File: src/rtl/core/bps_pkg.sv
// ----------------------------------------------------------------------------
// bps_pkg
// Shared codes, widths and the step duration table of the buzzer sequencer.
// ----------------------------------------------------------------------------
package bps_pkg;

	localparam int KIND_W           = 2;
	localparam int PAT_W            = 3;
	localparam int STEP_W           = 3;
	localparam int DUR_W            = 8;
	localparam int STEP_SLOTS       = 6;
	localparam int ELAPSED_BITS_DEF = 16;

	localparam logic [KIND_W-1:0] KIND_TICK    = 2'd0;
	localparam logic [KIND_W-1:0] KIND_REQUEST = 2'd1;
	localparam logic [KIND_W-1:0] KIND_STOP    = 2'd2;

	localparam logic [PAT_W-1:0] PAT_OFF         = 3'd0;
	localparam logic [PAT_W-1:0] PAT_ALERT       = 3'd1;
	localparam logic [PAT_W-1:0] PAT_CONFIRM     = 3'd2;
	localparam logic [PAT_W-1:0] PAT_SETUP_ENTER = 3'd3;
	localparam logic [PAT_W-1:0] PAT_SETUP_EXIT  = 3'd4;

	// Step duration in ms; zero marks the end of a pattern.
	function automatic logic [DUR_W-1:0] step_duration(
		input logic [PAT_W-1:0]  pat,
		input logic [STEP_W-1:0] step
	);
		logic [DUR_W-1:0] dur;
		dur = '0;
		case (pat)
			PAT_ALERT: begin
				if (step == 3'd0 || step == 3'd1) dur = 8'd200;
			end
			PAT_CONFIRM: begin
				if (step == 3'd0) dur = 8'd100;
			end
			PAT_SETUP_ENTER: begin
				if (step == 3'd0 || step == 3'd2) dur = 8'd100;
				else if (step == 3'd1) dur = 8'd80;
			end
			PAT_SETUP_EXIT: begin
				if (step == 3'd0 || step == 3'd2 || step == 3'd4) dur = 8'd80;
				else if (step == 3'd1 || step == 3'd3) dur = 8'd60;
			end
			default: dur = '0;
		endcase
		return dur;
	endfunction

endpackage

File: src/rtl/core/buzzer_pattern_sequencer_top.sv
// ----------------------------------------------------------------------------
// buzzer_pattern_sequencer_top
// On/off tone pattern sequencer for an active buzzer.
// ----------------------------------------------------------------------------
// Usage:
//   Input channel (in_valid/in_ready, kind, pattern) carries one transaction
//   per event: a 1 ms tick, a pattern request or a stop. Every input
//   transaction yields exactly one output transaction (out_valid/out_ready,
//   buzzer_on, active_pattern, step_index) showing the state after it.
//   Path: an accepted item passes the input register, then the result
//   register, which presents it on the output.
//   Throughput: one item per cycle while the output does not stall. The only
//   loop is the small state update (pattern, step, elapsed count, level)
//   between the input register and the result register.
//   Stall: if out_ready is low, the result register holds and the input
//   register keeps one more item; in_ready drops only when both are full.
//   Reset (arst_n low): pattern off, silent, step and elapsed count zero,
//   both pipeline slots empty. No clearing pass is needed.
//   ELAPSED_BITS sets the width of the saturating millisecond counter.
// ----------------------------------------------------------------------------
module buzzer_pattern_sequencer_top #(
	parameter int ELAPSED_BITS = bps_pkg::ELAPSED_BITS_DEF
) (
	input  logic                       clk,
	input  logic                       arst_n,
	input  logic                       in_valid,
	output logic                       in_ready,
	input  logic [bps_pkg::KIND_W-1:0] kind,
	input  logic [bps_pkg::PAT_W-1:0]  pattern,
	output logic                       out_valid,
	input  logic                       out_ready,
	output logic                       buzzer_on,
	output logic [bps_pkg::PAT_W-1:0]  active_pattern,
	output logic [bps_pkg::STEP_W-1:0] step_index
);
	import bps_pkg::*;

	localparam logic [ELAPSED_BITS-1:0] ELAPSED_MAX = {ELAPSED_BITS{1'b1}};

	// Input register stage
	logic              valid_s1;
	logic [KIND_W-1:0] kind_s1;
	logic [PAT_W-1:0]  pattern_s1;

	// Sequencer state
	logic [PAT_W-1:0]        pat_q;
	logic [STEP_W-1:0]       step_q;
	logic [ELAPSED_BITS-1:0] elapsed_q;
	logic                    level_q;
	logic                    one_shot_q;

	// Result register
	logic              out_valid_q;
	logic              buzzer_q;
	logic [PAT_W-1:0]  active_q;
	logic [STEP_W-1:0] step_out_q;

	logic advance;

	assign advance  = valid_s1 && (!out_valid_q || out_ready);
	assign in_ready = !valid_s1 || advance;

	// Next state for the item in the input register
	logic [PAT_W-1:0]        pat_d;
	logic [STEP_W-1:0]       step_d;
	logic [ELAPSED_BITS-1:0] elapsed_d;
	logic                    level_d;
	logic                    one_shot_d;
	logic [DUR_W-1:0]        dur;
	logic [ELAPSED_BITS-1:0] elapsed_inc;
	logic [PAT_W-1:0]        req_pat;

	always_comb begin
		pat_d       = pat_q;
		step_d      = step_q;
		elapsed_d   = elapsed_q;
		level_d     = level_q;
		one_shot_d  = one_shot_q;
		dur         = step_duration(pat_q, step_q);
		elapsed_inc = (elapsed_q == ELAPSED_MAX) ? elapsed_q : elapsed_q + 1'b1;
		// codes above setup exit count as off
		req_pat     = (pattern_s1 > PAT_SETUP_EXIT) ? PAT_OFF : pattern_s1;
		unique case (kind_s1)
			KIND_TICK: begin
				if (pat_q != PAT_OFF) begin
					if (dur == '0) begin
						// end mark: one-shot stops, alert wraps around
						if (one_shot_q) begin
							pat_d   = PAT_OFF;
							level_d = 1'b0;
						end else begin
							step_d    = '0;
							elapsed_d = '0;
							level_d   = 1'b1;
						end
					end else if (elapsed_inc >= ELAPSED_BITS'(dur)) begin
						step_d    = step_q + 1'b1;
						elapsed_d = '0;
						level_d   = !level_q;
					end else begin
						elapsed_d = elapsed_inc;
					end
				end
			end
			KIND_REQUEST: begin
				// same pattern again is ignored, confirm restarts
				if (req_pat != pat_q || req_pat == PAT_CONFIRM) begin
					pat_d      = req_pat;
					step_d     = '0;
					elapsed_d  = '0;
					one_shot_d = (req_pat >= PAT_CONFIRM);
					level_d    = (req_pat != PAT_OFF);
				end
			end
			KIND_STOP: begin
				pat_d   = PAT_OFF;
				level_d = 1'b0;
			end
			default: begin
			end
		endcase
	end

	always_ff @(posedge clk or negedge arst_n) begin
		if (!arst_n) begin
			valid_s1    <= 1'b0;
			out_valid_q <= 1'b0;
			pat_q       <= PAT_OFF;
			step_q      <= '0;
			elapsed_q   <= '0;
			level_q     <= 1'b0;
			one_shot_q  <= 1'b0;
		end else begin
			if (in_ready) begin
				valid_s1 <= in_valid;
			end
			if (advance) begin
				out_valid_q <= 1'b1;
				pat_q       <= pat_d;
				step_q      <= step_d;
				elapsed_q   <= elapsed_d;
				level_q     <= level_d;
				one_shot_q  <= one_shot_d;
			end else if (out_ready) begin
				out_valid_q <= 1'b0;
			end
		end
	end

	// payload registers, no reset
	always_ff @(posedge clk) begin
		if (in_ready && in_valid) begin
			kind_s1    <= kind;
			pattern_s1 <= pattern;
		end
		if (advance) begin
			buzzer_q   <= level_d;
			active_q   <= pat_d;
			step_out_q <= (pat_d != PAT_OFF) ? step_d : '0;
		end
	end

	assign out_valid      = out_valid_q;
	assign buzzer_on      = buzzer_q;
	assign active_pattern = active_q;
	assign step_index     = step_out_q;

	// ---------------------------------------------------------------- checks
	a_silent_when_off: assert property (@(posedge clk) disable iff (!arst_n)
		(pat_q == PAT_OFF) |-> !level_q)
		else $error("buzzer level set while no pattern plays");

	a_one_shot_match: assert property (@(posedge clk) disable iff (!arst_n)
		(pat_q != PAT_OFF) |-> (one_shot_q == (pat_q != PAT_ALERT)))
		else $error("one-shot flag does not match playing pattern");

	a_step_hidden: assert property (@(posedge clk) disable iff (!arst_n)
		(out_valid && active_pattern == PAT_OFF) |-> (step_index == '0 && !buzzer_on))
		else $error("step or level shown while pattern is off");

	a_ready_when_empty: assert property (@(posedge clk) disable iff (!arst_n)
		!out_valid_q |-> in_ready)
		else $error("input stalled with an empty result register");

endmodule

File: config.mk
export PLATFORM = sky130hd
export DESIGN_NAME = buzzer_pattern_sequencer_top
export DESIGN_NICKNAME = d
export VERILOG_FILES = /design/src/rtl/core/bps_pkg.sv /design/src/rtl/core/buzzer_pattern_sequencer_top.sv
export SDC_FILE = /design/constraint.sdc
export NUM_CORES = 1
export LEC_CHECK = 0
export ABC_AREA = 1
export BUFFER_PORTS_ARGS = -buffer_cell sky130_fd_sc_hd__buf_2
export CORE_MARGIN = 2
export CORE_UTILIZATION = 35
export CTS_CLUSTER_SIZE = 25
export DETAILED_ROUTE_END_ITERATION = 10
export GPL_TIMING_DRIVEN = 0
export PLACE_DENSITY = 0.53
export RECOVER_POWER = 25
export SLEW_MARGIN = 20
export SYNTH_ARGS = -nofsm -noshare
export SYNTH_HDL_FRONTEND = slang
export SYNTH_SLANG_ARGS = --single-unit
File: constraint.sdc
create_clock -name clk -period 3.3 [get_ports clk]
set_clock_uncertainty 0.05 [all_clocks]
set_input_delay 0.33 -clock clk [delete_from_list [all_inputs] [get_ports clk]]
set_output_delay 0.33 -clock clk [all_outputs]
set_load 0.03 [all_outputs]
; ---- Yosys cells after proc, flatten, opt, wreduce, memory -nomap -nowiden
; Cells that the tools add are included.
[word_totals]
reg_bits = 38
latchBits = 0
mem_bits_rw = 0
mem_bits_ro = 0
in_bits = 9
word_cells = 89
n_memories = 0
[op_classes]
add_sub_neg = 2
multipliers = 0
div_mod_pow = 0
n_lt_le_gt_ge = 3
eq_ne = 16
shift = 0
muxes = 34
bitwise_logic = 0
reduce_logical = 22
[op_table]
columns = cell, n
row1 = $mux W16, 6
row2 = $pmux W16 S2, 1
row3 = $pmux W8 S4, 1
row4 = $mux W3, 10
row5 = $mux W7, 4
row6 = $add A16 B1 Y16 const B, 1
row7 = $eq A16 B16 Y1 const B, 1
row8 = $ge A16 B8 Y1, 1
row9 = $eq A3 B2 Y1 const B, 5
row10 = $pmux W3 S3, 1
row11 = $reduce_bool A3 Y1, 3
row12 = $logic_not A8 Y1, 1
row13 = $mux W8, 1
row14 = $logic_or A1 B1 Y1, 7
row15 = $mux W1, 7
row16 = $eq A3 B1 Y1 const B, 2
row17 = $eq A3 B3 Y1 const B, 2
row18 = $mux W6, 1
row19 = $pmux W3 S2, 1
row20 = $reduce_and A5 Y1, 1
row21 = $ne A2 B2 Y1 const B, 2
row22 = $reduce_bool A2 Y1, 2
row23 = $add A3 B1 Y3 const B, 1
row24 = $ge A3 B2 Y1 const B, 1
row25 = other kinds (11), 14

; ---- Longest topological paths before layout
; Gate-level depths: netlist (run 1).
[depth]
word_depth = 10
mapped_depth = 28
mapped_depth_nobuf = 28

; ---- Worst setup path before layout (run 1)
; Ideal clock, no wire load.
[synth_timing]
path_type = reg2reg
from = register step_q[0]
to = register step_out_q[2] (netlist: step_index[2]), data pin
setup_time_ns = 0.261
arrival_time_ns = 2.612
path_slack_ns = 0.377
stages_incl_launch_ff = 24
n_path_buf = 0
synth_period_minus_slack_ns = 2.923
cell_sequence = dfrtp_1 -> inv_1 -> ha_1 -> o21ai_2 -> o21ai_2 -> o21ai_2 -> inv_1 -> ha_1 -> nand2_1 -> nand2_1 -> nand2_1 -> nand2_1 -> nor2_1 -> nand3_1 -> inv_1 -> nand2_1 -> nor2_4 -> nand3_4 -> inv_4 -> nand2_1 -> nand2_1 -> inv_1 -> o21ai_1 -> a21oi_1
[synth_between]
elab_chain_cells = 10
word_cells_on_any_way = 27
cone_classes = add/sub (1) / order compare (1) / eq/ne (4) / mux (14) / reduce/logical (7)
[synth_rtl]
columns = element, line_no
row1 = from (decl), buzzer_pattern_sequencer_top.sv:47  ; logic [STEP_W-1:0] step_q;
row2 = from (signal assigned), buzzer_pattern_sequencer_top.sv:140  ; step_q <= step_d;
row3 = "$eq A3 B1 Y1, or another cell as far along", "bps_pkg.sv:33, bps_pkg.sv:40, bps_pkg.sv:44"
row4 = $logic_or A1 B1 Y1 (on tied branches), "bps_pkg.sv:44, bps_pkg.sv:39, bps_pkg.sv:43"
row5 = $mux W6 / $logic_or A1 B1 Y1 (equally long branches), "bps_pkg.sv:44, bps_pkg.sv:43"
row6 = $mux W7, bps_pkg.sv:43  ; if (step == 3'd0 || step == 3'd2 || step == 3'd4) dur = 8'd80;
row7 = $pmux W8 S4, bps_pkg.sv:31  ; case (pat)
row8 = $ge A16 B8 Y1 / $logic_not A8 Y1 (equally long branches), "buzzer_pattern_sequencer_top.sv:96, buzzer_pattern_sequencer_top.sv:86"
row9 = $mux W3 (on tied branches), "buzzer_pattern_sequencer_top.sv:96, buzzer_pattern_sequencer_top.sv:86"
row10 = $mux W3 (on tied branches), "buzzer_pattern_sequencer_top.sv:86, buzzer_pattern_sequencer_top.sv:85"
row11 = $mux W3 / $pmux W3 S3 (equally long branches), "buzzer_pattern_sequencer_top.sv:85, buzzer_pattern_sequencer_top.sv:83"
row12 = $pmux W3 S2 / $reduce_bool A3 Y1 (equally long branches), "buzzer_pattern_sequencer_top.sv:83, buzzer_pattern_sequencer_top.sv:159"
row13 = to (signal assigned), buzzer_pattern_sequencer_top.sv:159  ; step_out_q <= (pat_d != PAT_OFF) ? step_d : '0;
row14 = to (decl), buzzer_pattern_sequencer_top.sv:56  ; logic [STEP_W-1:0] step_out_q;
; Parallel ways exist; a longest one is shown, timed or not.
; A chain may end at the register's enable or synchronous reset.

; ---- Worst setup path after layout (run 1)
[layout_timing]
from = register step_q[0]
to = register step_out_q[1] (netlist: step_index[1]), data pin
; The elaborated chain is that of the path after synthesis.

==> key figures, run 1 <==
CTS
  – Deepest clock path buffer count: 2
  – Clk_lat worst skew: around 0.30 ns
  – CTS tree: built
  – H-tree levels: 2
  – CTS buffer count: 5
  – Clk sinks: 38
  – Clock slew seen by the registers of the worst setup and hold paths: 0.08 ns
  – CTS root buffer: clkbuf_8

Power
  – Power share of the clock group: around 15%
  – Sw power: around 1 mW
  – Switching Share: 45.51%
  – Comb power frac: 54.3%
  – Leakage power total: 1.511 nW
  – Internal power: ~1.2 mW
  – Pwr/cell area: 650.5 nW/um^2
  – Sequential power share: a little under a third
  – Peak supply drop: 316.9 uV

Place
  – Post-DP HPWL: 4910 um
  – Gpl congestion: 0.8445
  – PortBufs: 17

Floorplan
  – Row count: 32
  – Die area: ~8600 sq um
  – Overall die width: 92.71 um
  – Core ar.: 7687 sq um
  – Die height: around 93 um
  – I/O pin cnt: 18
  – Initial Util: 35.82%

GRT
  – Met3 usage: 2.848%
  – GR Layer Usage met2: 28.41%
  – Largest net degree at the start of global routing: 27
  – Tot GR Track Use: 16.43%
  – Layer with the highest usage: met2
  – Vias in the first global route: approximately 2300
  – First-pass GRT wire length: 11140 um
  – Met1 usage: 21.44%
  – Total congestion overflow: 0
  – Initial antenna violation count: 0

Critical path
  – Cells on worst reg2reg path: 24
  – Top cell by count, worst path: nand2_2
  – Worst-path maximum fanout: 5
  – Critical path's top delay family: simple AND/OR/NAND/NOR gates
  – Startpoint types: flop
  – Buf/Inv on CP: 4
  – R2R Setup Slk: 0.15 ns
  – CP max-delay cell: dfrtp_2
  – Reg2Reg Capture Point: step_index[1]
  – Setup CP Type: reg -> reg
  – Critical Path RT: 3.29 ns
  – Crit path DAT: 3.14 ns
  – Reg2reg start: step_q[0]
  – Worst path cell trace: inv_4 -> ha_4 -> o21ai_4 -> o21ai_4 -> nand2_2 -> nand3_2 -> nor3_2 -> ha_1 -> nand2_2 -> nor2_2 -> nand2_1 -> inv_1 -> nor2_2 -> nand3_2 -> inv_2 -> nand2_2 -> nor2_4 -> nand3_4 -> inv_8 -> nand2_4 -> o21ai_2 -> nor2_1 -> nand2_1 -> a21oi_2
  – Slowest stage delay, CP: between 0.4 and 0.5 ns
  – Worst Setup End Kind: flop

Detailed routing
  – Vias: roughly 2500
  – DR WL/cell: 13.01 um
  – Drt via density: 4.819
  – DRC viols: 0
  – Final ANT Viol Nets: 0
  – Post-Route WL: ~6800 um
  – DR pass1 iterations: 4
  – Initial DRC Count: 82

STA
  – Final Hold Viols: 0
  – Final setup viols: 0
  – Post-layout min period: 3.146 ns
  – Worst Tran Pin Value: 1.624 ns
  – Max-slew violations: 27
  – Fmax: 317.9 MHz
  – Final Cycle Share: between 90 and 100%
  – Fin Setup TNS: 0 ns
  – Slew headroom: -8.292%

Layout
  – Core Util, Final: 43.60%
  – Seq. cell area: 1013 sq um
  – NumNets Final: 438
  – N_diodes: 0
  – Area of the multi-input gates: 1668 sq um
  – P&R area growth vs syn: 21.72%
  – Layout cells sized above 1: a little over a quarter
  – Fillers: 810

Job
  – Max Cap Viol: 1

Yosys
  – Yosys reg bits: 38
  – Synthesized area per cell: 7.285 sq um
  – Yosys cell types: 36
  – Cells after Synth: 378
  – Post-synthesis sequential area ratio: a little under two fifths
  – Ys Warns: 0
  – Mapped cell area: 2754 sq um
  – Net Count, Synth: 399

Min path
  – Min-delay src: kind[1]
  – Hold/Removal Path Class: in -> reg
  – Worst hold path depth: 1
  – Worst Hold End: kind_s1[1]

Status
  – Failing checks: capacitance limit, slew limit
  – Status: finished with violations
-- cell usage after synthesis (all sizes together) --
master / instances / area, sq um
a21oi: 12 / 71.32
a31oi: 1 / 6.260
and3: 1 / 6.260
buf: 4 / 35.03
clkbuf: 1 / 3.750
dfrtp: 26 / 650.6
edfxtp: 12 / 360.4
ha: 12 / 150.1
inv: 55 / 209.0
nand2: 104 / 405.4
nand3: 43 / 242.7
nand4: 9 / 62.56
nor2: 53 / 249.0
nor3: 7 / 57.55
o2111ai: 1 / 8.760
o21ai: 27 / 153.9
o22ai: 1 / 6.260
o31ai: 1 / 7.510
or2: 1 / 6.260
xnor2: 3 / 26.28
xor2: 4 / 35.03
-- how the worst max path moves through the flow --
| stage | start | end | slack [ns] | depth (start not counted) |
|---|---|---|---|---|
| finish | step_q[0] | step_index[1] | 0.15 | 24 |
| CTS | step_q[0] | step_index[2] | 0.002 | 24 |
| detailed placement | step_q[0] | step_index[2] | -0.20 | 24 |
| global route | step_q[0] | step_index[2] | -0.06 | 24 |
| global placement | step_q[0] | step_index[2] | -0.16 | 24 |
| floorplan | step_q[0] | step_index[2] | 0.38 | 23 |
-- through the flow --
stage / worst slack [ns] / hold WS, ns / cell area [sq um] / std cells / power (mW)
2_1_floorplan: 0.3768 / -0.01559 / 2754 / 378 / 1.310
4_1_cts: 0.002442 / 0.04033 / 3093 / 509 / 1.876
3_3_place_gp: -0.1609 / 0.3576 / 2967 / 497 / 1.505
5_1_grt: -0.05532 / 0.1486 / 3352 / 520 / 2.354
6_report: 0.1543 / 0.1604 / 3352 / 520 / 2.180
3_5_place_dp: -0.1981 / 0.3694 / 2967 / 497 / 1.513
-- registers in the layout (all words and copies together) (netlist names) --
signal          cells
valid_s1            1
one_shot_q          1
elapsed_q          16
pattern_s1          3
active_pattern      3
step_index          3
kind_s1             2
out_valid           1
pat_q               3
step_q              3
level_q             1
buzzer_on           1
-- area by class of cell --
| type | instances | area share, % |
|---|---|---|
| Tap cell | 102 | 3.807 |
| Sequential cell | 38 | 30.24 |
| Buffer | 5 | 1.157 |
| Timing Repair Buffer | 32 | 5.972 |
| Multi-Input combinational cell | 280 | 49.76 |
| Clock buffer | 5 | 2.053 |
| Inverter | 55 | 6.532 |
| Clock inverter | 3 | 0.4853 |
-- layout by cell type (no fill, tap or decap), types with 8 or more instances in the layout --
| master | n |
|---|---|
| nor2_2 | 12 |
| o21ai_0 | 12 |
| nand2_1 | 96 |
| buf_2 | 17 |
| edfxtp_1 | 12 |
| nand3_1 | 36 |
| inv_1 | 46 |
| nor2_1 | 36 |
| buf_4 | 15 |
| nand4_1 | 8 |
| dfrtp_1 | 24 |
-- power groups by stage --
| stage | Combinational (mW) | Sequential (mW) | Clock (mW) |
|---|---|---|---|
| global placement | 0.839 | 0.666 | 0 |
| floorplan | 0.629 | 0.682 | 0 |
| detailed placement | 0.847 | 0.666 | 0 |
| CTS | 0.885 | 0.652 | 0.339 |
| finish | 1.18 | 0.668 | 0.328 |
| global route | 1.32 | 0.680 | 0.351 |
-- per-layer routing --
| metal | vias up | routed length [um] |
|---|---|---|
| met5 | - | 0 |
| met2 | 31 | 3391 |
| li1 | 1305 | - |
| met4 | 0 | 49 |
| met1 | 1166 | 3139 |
| met3 | 4 | 184 |
-- logic make-up (layout without fill, tap and decap cells) --
group	count (synthesis)	count (layout)	synth area share, %
compound gates	43	43	9.224
xor+xnor	7	7	2.226
fa+ha+maj	12	12	5.452
buf+inv	60	100	8.996
flops	38	38	36.71
simple gates	218	218	37.39
-- what timing repair did --
item / in CTS / in global routing
endpoints found under the hold margin: 0 / 0
pin swaps: 2 / 26
resized for setup: 3 / 45
endpoints found under the setup margin: 6 / 9
buffers inserted: 4 / 11
hold buffers: 0 / 0
Note: power is estimated with default switching activity, not from simulation.
==> run 2, diff against run 1 <==
--- a/config.mk
+++ b/config.mk
@@ -5,7 +5,6 @@
 export SDC_FILE = /design/constraint.sdc
 export NUM_CORES = 1
 export LEC_CHECK = 0
-export ABC_AREA = 1
 export BUFFER_PORTS_ARGS = -buffer_cell sky130_fd_sc_hd__buf_2
 export CORE_MARGIN = 2
 export CORE_UTILIZATION = 35
==> key figures, run 2 <==
Detailed routing
  – Vias: 2166
  – Post-Route WL: 6128 um
  – Drt via density: around 5.3
  – Initial DRC Count: 130
  – DR WL/cell: about 15 um
  – Final ANT Viol Nets: 0
  – DRC viols: 0
  – DR pass1 iterations: 5

Critical path
  – Setup CP Type: reg -> reg
  – Slowest stage delay, CP: 0.47 ns
  – Worst path cell trace: inv_4 -> ha_4 -> nor2b_4 -> o211a_1 -> or3_4 -> a31oi_4 -> ha_4 -> nand4_1 -> a211o_1 -> o211ai_1 -> or2_2 -> and2_1 -> a22o_1
  – CP max-delay cell: dfrtp_2
  – Critical Path RT: 3.30 ns
  – Startpoint types: flop
  – Worst-path maximum fanout: 8
  – Worst Setup End Kind: flop
  – Top cell by count, worst path: ha_4
  – Crit path DAT: 3.30 ns

Yosys
  – Synthesized area per cell: 9.215 sq um
  – XOR/XNOR share of the synthesized area: 2.455%
  – Yosys reg bits: 38
  – Post-synth top flop: dfrtp_1
  – Largest family of logic cells by synthesized area: simple AND/OR/NAND/NOR gates
  – Synth top area share: 26.05%
  – Top-count cell post-synth: nor2_1
  – Cells after Synth: 271
  – Post-Synth Simple-Gate Area: 27.00%
  – Net Count, Synth: 292
  – Post-synthesis sequential area ratio: 40.48%
  – Post-synthesis mux area share: 0.8517%
  – Ys Warns: 0
  – Mapped cell area: between 2000 and 2500 sq um
  – Adder-cell share of the synthesized area: 6.012%
  – Synth top cells by count: 30 x nor2_1, 26 x dfrtp_1, 22 x nand2_1
  – Dominant cell type by area after synthesis: dfrtp_1
  – Top cells by area, synth: dfrtp_1 26%, edfxtp_1 14%, ha_1 6.0%, nor2_1 4.5%, nand2_1 3.3%
  – EDFF count, synth: 12
  – Yosys cell types: 58
  – Async SR Flop Fraction: approximately 70%
  – Complex-gate fraction of the synthesized area: around a fifth

GRT
  – Total congestion overflow: 0
  – Vias in the first global route: 2091
  – First-pass GRT wire length: just over 10000 um
  – Tot GR Track Use: 17.04%
  – Largest net degree at the start of global routing: 27
  – Initial antenna violation count: 0

STA
  – Setup ws final: -0.001569 ns
  – Fin Setup TNS: -0.001569 ns
  – Unrepaired setup endpoints after global routing: yes
  – Max-slew violations: 27
  – Fmax: 302.9 MHz
  – Final Cycle Share: 100.0%
  – Slew headroom: -5.671%
  – Worst Tran Pin Value: 1.585 ns
  – Final setup viols: 1
  – Final Hold Viols: 0
  – Post-layout min period: 3.302 ns
  – Hold slack final: 0.1512 ns

Floorplan
  – Overall die width: 88.47 um
  – I/O pin cnt: 18
  – Die height: 88.47 um
  – Row count: 30
  – Core ar.: 6832 sq um
  – Die area: between 7000 and 8000 sq um
  – Initial Util: a little over a third

Power
  – Leakage power total: 1.293 nW
  – Peak supply drop: 197.1 uV
  – Pwr/cell area: 552.3 nW/um^2

CTS
  – Clock slew seen by the registers of the worst setup and hold paths: about 0.08 ns
  – Clk_lat worst skew: 0.30 ns
  – Deepest clock path buffer count: 2
  – CTS tree: built
  – CTS buffer count: 5
  – CTS root buffer: clkbuf_8
  – Clk sinks: 38
  – H-tree levels: 2

Status
  – Failing checks: capacitance limit, slew limit, setup timing
  – Status: finished with violations

Layout
  – Finished Cell Area: 3137 sq um
  – Max reg flops: 16
  – NumNets Final: between 300 and 400
  – Most common cell after layout, fill and taps aside: nor2_1
  – Layout cells sized above 1: 31.07%
  – Most frequent cells in the layout: 22 x nor2_1, 21 x nand2_1, 21 x dfrtp_1, 18 x buf_2
  – P&R area growth vs syn: 25.60%
  – Top reg by flops: elapsed_q
  – N_diodes: 0

Place
  – DP Worst Slack: -0.5169 ns
  – Gpl congestion: between 0.9 and 1
  – Post-DP Area: about 2700 sq um
  – PortBufs: 17
  – Post-DP HPWL: 4179 um

Job
  – Max Cap Viol: 1

Min path
  – Hold/Removal Path Class: in -> reg
[run 2: cell count changes in the layout (fill, tap and decap cells not counted), moves of 5 or more]
cell	change
a22o_1	+5
and2_1	+10
inv_1	-33
inv_2	-6
nand2_1	-75
nand2_2	-5
nand2b_1	+5
nand3_1	-29
nor2_1	-14
nor2_2	-7
o211ai_1	+5
o21ai_1	-6
[run 2: path summary, 6_finish.rpt]
path	start	end	slack, ns	cells past startpoint
hold / removal	pattern[0]	pattern_s1[0]	0.15	1
setup / recovery	step_q[0]	step_index[1]	-0.002	13
setup reg to reg	step_q[0]	step_index[1]	-0.002	13
hold reg to reg	valid_s1	out_valid	0.47	1
max in group asynchronous	arst_n	step_q[2]	1.79	1
min in group asynchronous	arst_n	pat_q[1]	0.37	1
[run 2: cell families (layout without fill, tap and decap cells)]
group	after synthesis	after routing
compound gates	66	66
buf+inv	23	61
mux	2	2
simple gates	123	123
xor+xnor	7	7
fa+ha+maj	12	12
flops	38	38
[run 2: stage by stage]
stage	util, %	power (mW)	instances
2_1_floorplan	-	1.047	271
3_3_place_gp	39.56	1.193	384
3_5_place_dp	39.56	1.197	384
4_1_cts	43.90	1.656	404
5_1_grt	45.92	1.846	405
6_report	45.92	1.732	405
[run 2: critical path: cells and delay by family, from the launching register on]
kind / cells / cell delay [ns]
AO/OA/AOI/OAI: 5 / 0.87
AND/OR/NAND/NOR: 5 / 1.16
flip-flops: 1 / 0.47
adder cells (fa/ha/maj): 2 / 0.41
buffers and inverters: 1 / 0.08
[run 2: cell type report]
cell class,count,area (sq um)
sequential,38,1017
tap,96,120.1
clock inverter,2,7.507
inverter,15,61.31
buffer,7,28.78
timing repair buffer,31,192.7
multi-input combinational,210,1627
clock buffer,6,82.58
fill,681,3695
[run 2: layer usage]
layer | global-route usage, % | wire length (um)
met5 | 0 | 0
met4 | 6.474 | 112
met3 | 3.265 | 210
met2 | 26.86 | 2849
met1 | 23.26 | 2955
[run 2: what timing repair did]
item | CTS | global route
gates resized for setup | 27 | 32
hold buffers | 0 | 0
pin swaps | 11 | 19
setup endpoints to repair | 16 | 15
buffers inserted | 13 | 1
[run 2: where the power goes]
part,total [mW],leakage [nW],internal (mW),switching [mW]
Sequential,0.606,0.454,0.549,0.0575
Clock,0.335,0.0463,0.165,0.171
Combinational,0.791,0.793,0.341,0.450
Total,1.73,1.29,1.05,0.678
